--- src/rtl/core/hdtm_pkg.sv ---
`timescale 1ns / 1ps
// hdtm_pkg: shared types and constants for the header dynamic table manager
package hdtm_pkg;

   // fixed field widths
   localparam int LEN_W     = 16;
   localparam int TAG_W     = 32;
   localparam int OCT_W     = 32;
   localparam int IDX_W     = 16;
   localparam int CNT_OUT_W = 10;
   localparam int COST_W    = 18;

   // parameter defaults
   localparam int DEF_RING_DEPTH     = 512;
   localparam int DEF_ENTRY_OVERHEAD = 32;
   localparam int DEF_STATIC_ENTRIES = 61;

   // table limit after reset
   localparam logic [OCT_W-1:0] LIMIT_RESET = 32'd4096;

   // request codes
   typedef enum logic [1:0] {
      REQ_ADD    = 2'd0,
      REQ_LOOKUP = 2'd1,
      REQ_RESIZE = 2'd2,
      REQ_NOP    = 2'd3
   } req_code_type;

   // response status codes
   typedef enum logic [1:0] {
      STATUS_OK      = 2'd0,
      STATUS_FULL    = 2'd1,
      STATUS_MISSING = 2'd2,
      STATUS_CLEARED = 2'd3
   } status_type;

   // controller sequencing states
   typedef enum logic [2:0] {
      ST_IDLE,
      ST_DECIDE,
      ST_EVICT,
      ST_EVICT_WAIT,
      ST_COMMIT,
      ST_LOOK_WAIT,
      ST_DONE
   } state_type;

   // one stored table entry
   typedef struct packed {
      logic [TAG_W-1:0] tag;
      logic [LEN_W-1:0] name_len;
      logic [LEN_W-1:0] value_len;
   } entry_type;

   // finished response handed to the output stage
   typedef struct packed {
      status_type           status;
      entry_type            found;
      logic [CNT_OUT_W-1:0] evicted_count;
      logic [CNT_OUT_W-1:0] entry_count;
      logic [OCT_W-1:0]     octet_total;
   } result_type;

endpackage

--- src/rtl/core/hdtm_ctrl.sv ---
`timescale 1ns / 1ps
// hdtm_ctrl: request sequencer, ring pointers, size accounting and eviction walk
module hdtm_ctrl
   import hdtm_pkg::*;
#(
   parameter int RING_DEPTH     = DEF_RING_DEPTH,
   parameter int ENTRY_OVERHEAD = DEF_ENTRY_OVERHEAD,
   parameter int STATIC_ENTRIES = DEF_STATIC_ENTRIES
) (
   input  logic                          clock,
   input  logic                          reset,
   // request side
   input  logic                          req_valid,
   output logic                          req_stall,
   input  logic [1:0]                    req_type,
   input  logic [LEN_W-1:0]              req_name_len,
   input  logic [LEN_W-1:0]              req_value_len,
   input  logic [TAG_W-1:0]              req_entry_tag,
   input  logic [IDX_W-1:0]              req_lookup_index,
   input  logic [OCT_W-1:0]              req_new_limit,
   // finished result
   output logic                          done_valid,
   input  logic                          done_take,
   output result_type                    done_result,
   // ring memory
   output logic                          mem_rd_en,
   output logic [$clog2(RING_DEPTH)-1:0] mem_rd_addr,
   input  entry_type                     mem_rd_data,
   output logic                          mem_wr_en,
   output logic [$clog2(RING_DEPTH)-1:0] mem_wr_addr,
   output entry_type                     mem_wr_data
);

   localparam int SLOT_W = $clog2(RING_DEPTH);
   localparam int CNT_W  = $clog2(RING_DEPTH + 1);
   localparam int SUM_W  = SLOT_W + 1;
   localparam logic [CNT_W-1:0]  FULL_CNT  = CNT_W'(RING_DEPTH);
   localparam logic [SUM_W-1:0]  DEPTH_SUM = SUM_W'(RING_DEPTH);
   localparam logic [SLOT_W-1:0] LAST_SLOT = SLOT_W'(RING_DEPTH - 1);
   localparam logic [IDX_W-1:0]  STATIC_IDX = IDX_W'(STATIC_ENTRIES);
   localparam logic [IDX_W-1:0]  FIRST_DYN  = IDX_W'(STATIC_ENTRIES + 1);
   localparam logic [COST_W-1:0] OVERHEAD   = COST_W'(ENTRY_OVERHEAD);

   // reduce a sum below twice the depth to a slot number
   function automatic logic [SLOT_W-1:0] ring_wrap(input logic [SUM_W-1:0] sum);
      logic [SUM_W-1:0] red;
      red = (sum >= DEPTH_SUM) ? sum - DEPTH_SUM : sum;
      return red[SLOT_W-1:0];
   endfunction

   state_type           state_ff, state_in;
   req_code_type        op_ff, op_in;
   logic [LEN_W-1:0]    nlen_ff, nlen_in;
   logic [LEN_W-1:0]    vlen_ff, vlen_in;
   logic [TAG_W-1:0]    tag_ff, tag_in;
   logic [IDX_W-1:0]    vidx_ff, vidx_in;
   logic [OCT_W-1:0]    lim_ff, lim_in;
   logic [SLOT_W-1:0]   head_ff, head_in;
   logic [CNT_W-1:0]    held_ff, held_in;
   logic [OCT_W-1:0]    total_ff, total_in;
   logic [OCT_W-1:0]    limit_ff, limit_in;
   logic [OCT_W-1:0]    target_ff, target_in;
   logic [CNT_W-1:0]    evicted_ff, evicted_in;
   logic                clear_ff, clear_in;
   status_type          status_ff, status_in;
   entry_type           found_ff, found_in;

   logic [COST_W-1:0]   add_cost;
   logic [COST_W-1:0]   tail_cost;
   logic [OCT_W-1:0]    tail_cost_ext;
   logic [IDX_W-1:0]    dyn_idx;
   logic [SLOT_W-1:0]   new_head;
   logic [SLOT_W-1:0]   tail_slot;
   logic [SLOT_W-1:0]   look_slot;

   // entry costs and ring positions
   assign add_cost      = COST_W'(nlen_ff) + COST_W'(vlen_ff) + OVERHEAD;
   assign tail_cost     = COST_W'(mem_rd_data.name_len) + COST_W'(mem_rd_data.value_len)
                          + OVERHEAD;
   assign tail_cost_ext = OCT_W'(tail_cost);
   assign dyn_idx       = vidx_ff - FIRST_DYN;
   assign new_head      = (head_ff == '0) ? LAST_SLOT : head_ff - 1'b1;
   assign tail_slot     = ring_wrap(SUM_W'(head_ff) + SUM_W'(held_ff) - 1'b1);
   assign look_slot     = ring_wrap(SUM_W'(head_ff) + SUM_W'(dyn_idx[SLOT_W-1:0]));

   assign req_stall = (state_ff != ST_IDLE);

   // state and table registers
   always_ff @(posedge clock) begin
      if (reset) begin
         state_ff <= ST_IDLE;
         head_ff  <= '0;
         held_ff  <= '0;
         total_ff <= '0;
         limit_ff <= LIMIT_RESET;
      end else begin
         state_ff <= state_in;
         head_ff  <= head_in;
         held_ff  <= held_in;
         total_ff <= total_in;
         limit_ff <= limit_in;
      end
   end

   // request payload and working registers
   always_ff @(posedge clock) begin
      op_ff      <= op_in;
      nlen_ff    <= nlen_in;
      vlen_ff    <= vlen_in;
      tag_ff     <= tag_in;
      vidx_ff    <= vidx_in;
      lim_ff     <= lim_in;
      target_ff  <= target_in;
      evicted_ff <= evicted_in;
      clear_ff   <= clear_in;
      status_ff  <= status_in;
      found_ff   <= found_in;
   end

   // next state and memory access
   always_comb begin
      state_in    = state_ff;
      op_in       = op_ff;
      nlen_in     = nlen_ff;
      vlen_in     = vlen_ff;
      tag_in      = tag_ff;
      vidx_in     = vidx_ff;
      lim_in      = lim_ff;
      head_in     = head_ff;
      held_in     = held_ff;
      total_in    = total_ff;
      limit_in    = limit_ff;
      target_in   = target_ff;
      evicted_in  = evicted_ff;
      clear_in    = clear_ff;
      status_in   = status_ff;
      found_in    = found_ff;
      mem_rd_en   = 1'b0;
      mem_rd_addr = tail_slot;
      mem_wr_en   = 1'b0;
      mem_wr_addr = new_head;
      mem_wr_data = '{tag: tag_ff, name_len: nlen_ff, value_len: vlen_ff};
      done_valid  = 1'b0;

      case (state_ff)
         ST_IDLE: begin
            if (req_valid) begin
               op_in      = req_code_type'(req_type);
               nlen_in    = req_name_len;
               vlen_in    = req_value_len;
               tag_in     = req_entry_tag;
               vidx_in    = req_lookup_index;
               lim_in     = req_new_limit;
               evicted_in = '0;
               clear_in   = 1'b0;
               status_in  = STATUS_OK;
               found_in   = '0;
               state_in   = ST_DECIDE;
            end
         end

         // classify the request against the current table
         ST_DECIDE: begin
            case (op_ff)
               REQ_ADD: begin
                  if (held_ff == FULL_CNT) begin
                     status_in = STATUS_FULL;
                     state_in  = ST_DONE;
                  end else if (OCT_W'(add_cost) > limit_ff) begin
                     clear_in  = 1'b1;
                     target_in = '0;
                     status_in = STATUS_CLEARED;
                     state_in  = ST_EVICT;
                  end else begin
                     target_in = limit_ff - OCT_W'(add_cost);
                     state_in  = ST_EVICT;
                  end
               end
               REQ_LOOKUP: begin
                  if (vidx_ff <= STATIC_IDX) begin
                     status_in = STATUS_MISSING;
                     state_in  = ST_DONE;
                  end else if (dyn_idx >= IDX_W'(held_ff)) begin
                     status_in = STATUS_MISSING;
                     state_in  = ST_DONE;
                  end else begin
                     mem_rd_en   = 1'b1;
                     mem_rd_addr = look_slot;
                     state_in    = ST_LOOK_WAIT;
                  end
               end
               REQ_RESIZE: begin
                  target_in = lim_ff;
                  state_in  = (lim_ff < total_ff) ? ST_EVICT : ST_COMMIT;
               end
               default: begin
                  state_in = ST_DONE;
               end
            endcase
         end

         // fetch the oldest entry while the table is over target
         ST_EVICT: begin
            if ((total_ff > target_ff) && (held_ff != '0)) begin
               mem_rd_en   = 1'b1;
               mem_rd_addr = tail_slot;
               state_in    = ST_EVICT_WAIT;
            end else begin
               if (held_ff == '0) begin
                  total_in = '0;
               end
               state_in = ST_COMMIT;
            end
         end

         // drop the fetched oldest entry from the accounting
         ST_EVICT_WAIT: begin
            held_in    = held_ff - 1'b1;
            total_in   = (total_ff >= tail_cost_ext) ? total_ff - tail_cost_ext : '0;
            evicted_in = evicted_ff + 1'b1;
            state_in   = ST_EVICT;
         end

         // prepend the new entry or adopt the new limit
         ST_COMMIT: begin
            case (op_ff)
               REQ_ADD: begin
                  if (!clear_ff) begin
                     mem_wr_en = 1'b1;
                     head_in   = new_head;
                     held_in   = held_ff + 1'b1;
                     total_in  = total_ff + OCT_W'(add_cost);
                  end
               end
               REQ_RESIZE: begin
                  limit_in = lim_ff;
               end
               default: begin
               end
            endcase
            state_in = ST_DONE;
         end

         ST_LOOK_WAIT: begin
            found_in = mem_rd_data;
            state_in = ST_DONE;
         end

         ST_DONE: begin
            done_valid = 1'b1;
            if (done_take) begin
               state_in = ST_IDLE;
            end
         end

         default: begin
            state_in = ST_IDLE;
         end
      endcase
   end

   // result fields
   assign done_result.status        = status_ff;
   assign done_result.found         = found_ff;
   assign done_result.evicted_count = CNT_OUT_W'(evicted_ff);
   assign done_result.entry_count   = CNT_OUT_W'(held_ff);
   assign done_result.octet_total   = total_ff;

endmodule

--- config.mk ---
export PLATFORM = sky130hd
export DESIGN_NAME = hdtm_ctrl
export DESIGN_NICKNAME = d
export VERILOG_FILES = /design/src/rtl/core/hdtm_pkg.sv /design/src/rtl/core/hdtm_ctrl.sv
export SDC_FILE = /design/constraint.sdc
export NUM_CORES = 1
export LEC_CHECK = 0
export ABC_AREA = 1
export BUFFER_PORTS_ARGS = -buffer_cell sky130_fd_sc_hd__buf_2
export CAP_MARGIN = 20
export CORE_MARGIN = 4
export CORE_UTILIZATION = 45
export CTS_BUF_LIST = sky130_fd_sc_hd__clkbuf_8
export DETAILED_ROUTE_END_ITERATION = 10
export PLACE_DENSITY = 0.67
export SLEW_MARGIN = 30
export SYNTH_ARGS = -nofsm -noshare
export SYNTH_HDL_FRONTEND = slang
export SYNTH_SLANG_ARGS = --single-unit
--- constraint.sdc ---
create_clock -name clock -period 26.8 [get_ports clock]
set_input_delay 5.36 -clock clock [delete_from_list [all_inputs] [get_ports clock]]
set_output_delay 5.36 -clock clock [all_outputs]
set_load 0.01 [all_outputs]
==> results.py <==
metrics = {
    "synth": {
        "synth_area_um2": 20830,
        "synth_nets": 2970,
        "synthArstFlopShare": 0,
        "synth_area_leaders": "edfxtp_1, ha_1, nand2_1, dfxtp_1, inv_1",
        "netlist.area_leader.share": 0.3214,
        "synth-seq-cells": 309,
        "synthCells": 2557,
        "ys_types": 61,
        "yosysTopAreaCell": "edfxtp_1",
        "avgSynthCellArea_um2": 8.147,
        "yosysSeqAreaShare": 0.4041,
        "synth_ff_type": "edfxtp_1",
        "ys.warnings.count": 0,
        "synth-edff-count": 223,
    },
    "worst_hold_path": {
        "hold_class": "flip-flop to flip-flop",
    },
    "clock_tree": {
        "cts_tree": "yes",
        "clock_path_buffers": 3,
        "postCtsResizedCells": 0,
        "clk_pin_slew_worst_paths_ps": 60,
        "h-tree-depth": 2,
        "clock_tree.root_cell": "clkbuf_8",
        "clock_latency_ps": 640,
        "ctsHoldBuffers": 0,
        "post-cts-setup-buffer-count": 0,
        "numCtsBuffers": 54,
        "clkSinkCount": 309,
    },
    "global_route": {
        "grt_pass1_wl_mm": 93.16,
        "overflow": 0,
        "antenna_found_initial": 2,
        "track_usage": 0.2291,
        "grt_max_degree": 73,
        "grt_pass1_vias": 18120,
    },
    "die": {
        "die_h_um": 223.2,
        "start_util": 0.4571,
        "rows": 78,
        "io_pins": 386,
        "core-area_um2": 45580,
        "chipWidth_um": 223.2,
        "dieArea_um2": 49800,
    },
    "placement": {
        "portBuffers": 385,
        "dp_slack_ps": 17290,
        "gp_congestion": 0.9358,
        "hpwlAfterDp_mm": 47.03,
    },
    "route": {
        "post_drt_wl_per_cell_um": 16.40,
        "dr_total_vias": 18600,
        "drcViolationCount": 0,
        "dr.pass1.iters": 5,
        "drtAntennaViolNets": 0,
        "vias_per_cell": 5.158,
        "drt_iter0_markers": 1084,
        "drt-total-wl_mm": 59.14,
    },
    "timing": {
        "skew_ps": 23.21,
        "fin_crit_sh": 0.3323,
        "fin_crit_ps": 8907,
        "slew_headroom": 0.3997,
        "hold_violations": 0,
        "clock.fmax_ghz": 0.1123,
        "setup_viol": 0,
        "tightest_slew_ps": 900.5,
        "finalMaxSlewViolations": 0,
        "rsz0062_at_grt": "no",
        "tns_ps": 0,
        "setup_slack_ps": 17890,
    },
    "pwr": {
        "powerDensity_nw_per_um2": 112.3,
        "peakVddDrop_uv": 60.48,
        "power.leakage_nw": 11.96,
    },
    "worst_setup_path": {
        "required_ps": 27320,
        "path_class": "primary input to flip-flop",
        "cp_max_fo": 4,
        "start_kind": "primary input",
        "worst_setup_path_end_kind": "flip-flop",
        "crit_arrival_ps": 9420,
    },
    "run_status": {
        "outcome": "complete, no violations",
    },
    "final_layout": {
        "drive_above_1_share": 0.1780,
        "final_common_cell": "nand2_1",
        "nNetsFinal": 3374,
        "area_growth_pct": 17.42,
        "diodes": 0,
        "mostFrequentLayoutCells": "nand2_1, inv_1, buf_2",
    },
    "job": {
        "drv_cap": 0,
    },
}
area by class of cell:
cell class,count,area (µm²)
fillers,4303,21110
multi-input cells,1809,10720
well taps,600,750.7
flip-flops and latches,309,8418
inverters,393,1478
clock buffers,59,812.0
repair buffers,394,1994
clock inverters,42,285.3
synthesized netlist by cell type, types with 28 or more instances:
cell / count
dfxtp_1: 86
edfxtp_1: 223
xor2_1: 65
o21ai_1: 34
a21oi_1: 218
nand3_1: 124
inv_1: 384
o21ai_0: 137
nand4_1: 28
ha_1: 223
nand2_1: 503
xnor2_1: 32
nor2_1: 267
report_power, final:
group / internal, mW / switching (mW) / leakage (nW) / total (mW)
logic: 0.526 / 0.996 / 8.50 / 1.52
clock network: 0.234 / 0.203 / 0.622 / 0.438
registers: 0.697 / 0.0895 / 2.84 / 0.787
total: 1.46 / 1.29 / 12.0 / 2.75
through the flow:
| stage | util | power (mW) | hold slack (ps) | cells | area, µm² |
|---|---|---|---|---|---|
| 6_report | 0.5367 | 2.747 | 460.4 | 3606 | 24460 |
| 5_1_grt | 0.5367 | 2.999 | 491.4 | 3606 | 24460 |
| 4_1_cts | 0.5367 | 2.763 | 464.0 | 3606 | 24460 |
| 3_5_place_dp | 0.5127 | 2.307 | 457.2 | 3505 | 23360 |
| 3_3_place_gp | 0.5126 | 2.287 | 450.2 | 3505 | 23360 |
| 2_1_floorplan | - | 1.858 | 435.3 | 2557 | 20830 |
metal layers:
layer  up-vias  global-route usage  routed length, µm
met3        97             0.04684               4522
met2       620              0.3803              26780
met5         -                   0                 14
met1      8510              0.3047              26310
met4         4             0.06622               1517
li1       9368                   -                  -
cell families after synthesis:
kind of cell | Yosys count | share of synthesized area
AOI/OAI and AO/OA | 470 | 0.1246
xor gates and xnor gates | 97 | 0.04078
adders and majority gates | 231 | 0.1416
buffers and inverters | 439 | 0.08174
DFF | 309 | 0.4041
muxes | 2 | 0.001021
and+or+nand+nor | 1009 | 0.2062
sequential cells by signal, summed over array words and instances, names as in the netlist, 32 cells and up:
| name | count |
|---|---|
| total_ff | 32 |
| target_ff | 32 |
| done_result | 64 |
| lim_ff | 32 |
| limit_ff | 32 |
| tag_ff | 32 |
worst max-delay path, stage by stage:
cell and delay [ps]:
buf_2 120, ha_1 270, ha_1 180, inv_1 70, fa_1 390, inv_1 70
a31oi_1 140, o21ai_1 340, a21oi_1 160, o21ai_1 230, nand3_1 120, nand3_1 90
nand2_1 60, ha_1 320, a21oi_1 180, o21ai_0 170, o21bai_1 250, nand3_2 140
o21ai_1 440, nor2_1 100, a21oi_1 140, nor2_1 60
path summary, 6_finish.rpt:
path | cells after the start | start | slack [ps] | end
worst min-delay path | 2 | limit_ff[0]$_SDFFE_PP0P_ | 460 | limit_ff[0]$_SDFFE_PP0P_
worst min register to register | 2 | limit_ff[0]$_SDFFE_PP0P_ | 460 | limit_ff[0]$_SDFFE_PP0P_
worst max register to register | 21 | vlen_ff[3]$_DFFE_PP_ | 21710 | target_ff[29]$_DFFE_PP_
worst max-delay path | 22 | mem_rd_data[17] | 17890 | total_ff[22]$_SDFFE_PP0P_
Note: power is estimated with default switching activity, not from simulation.
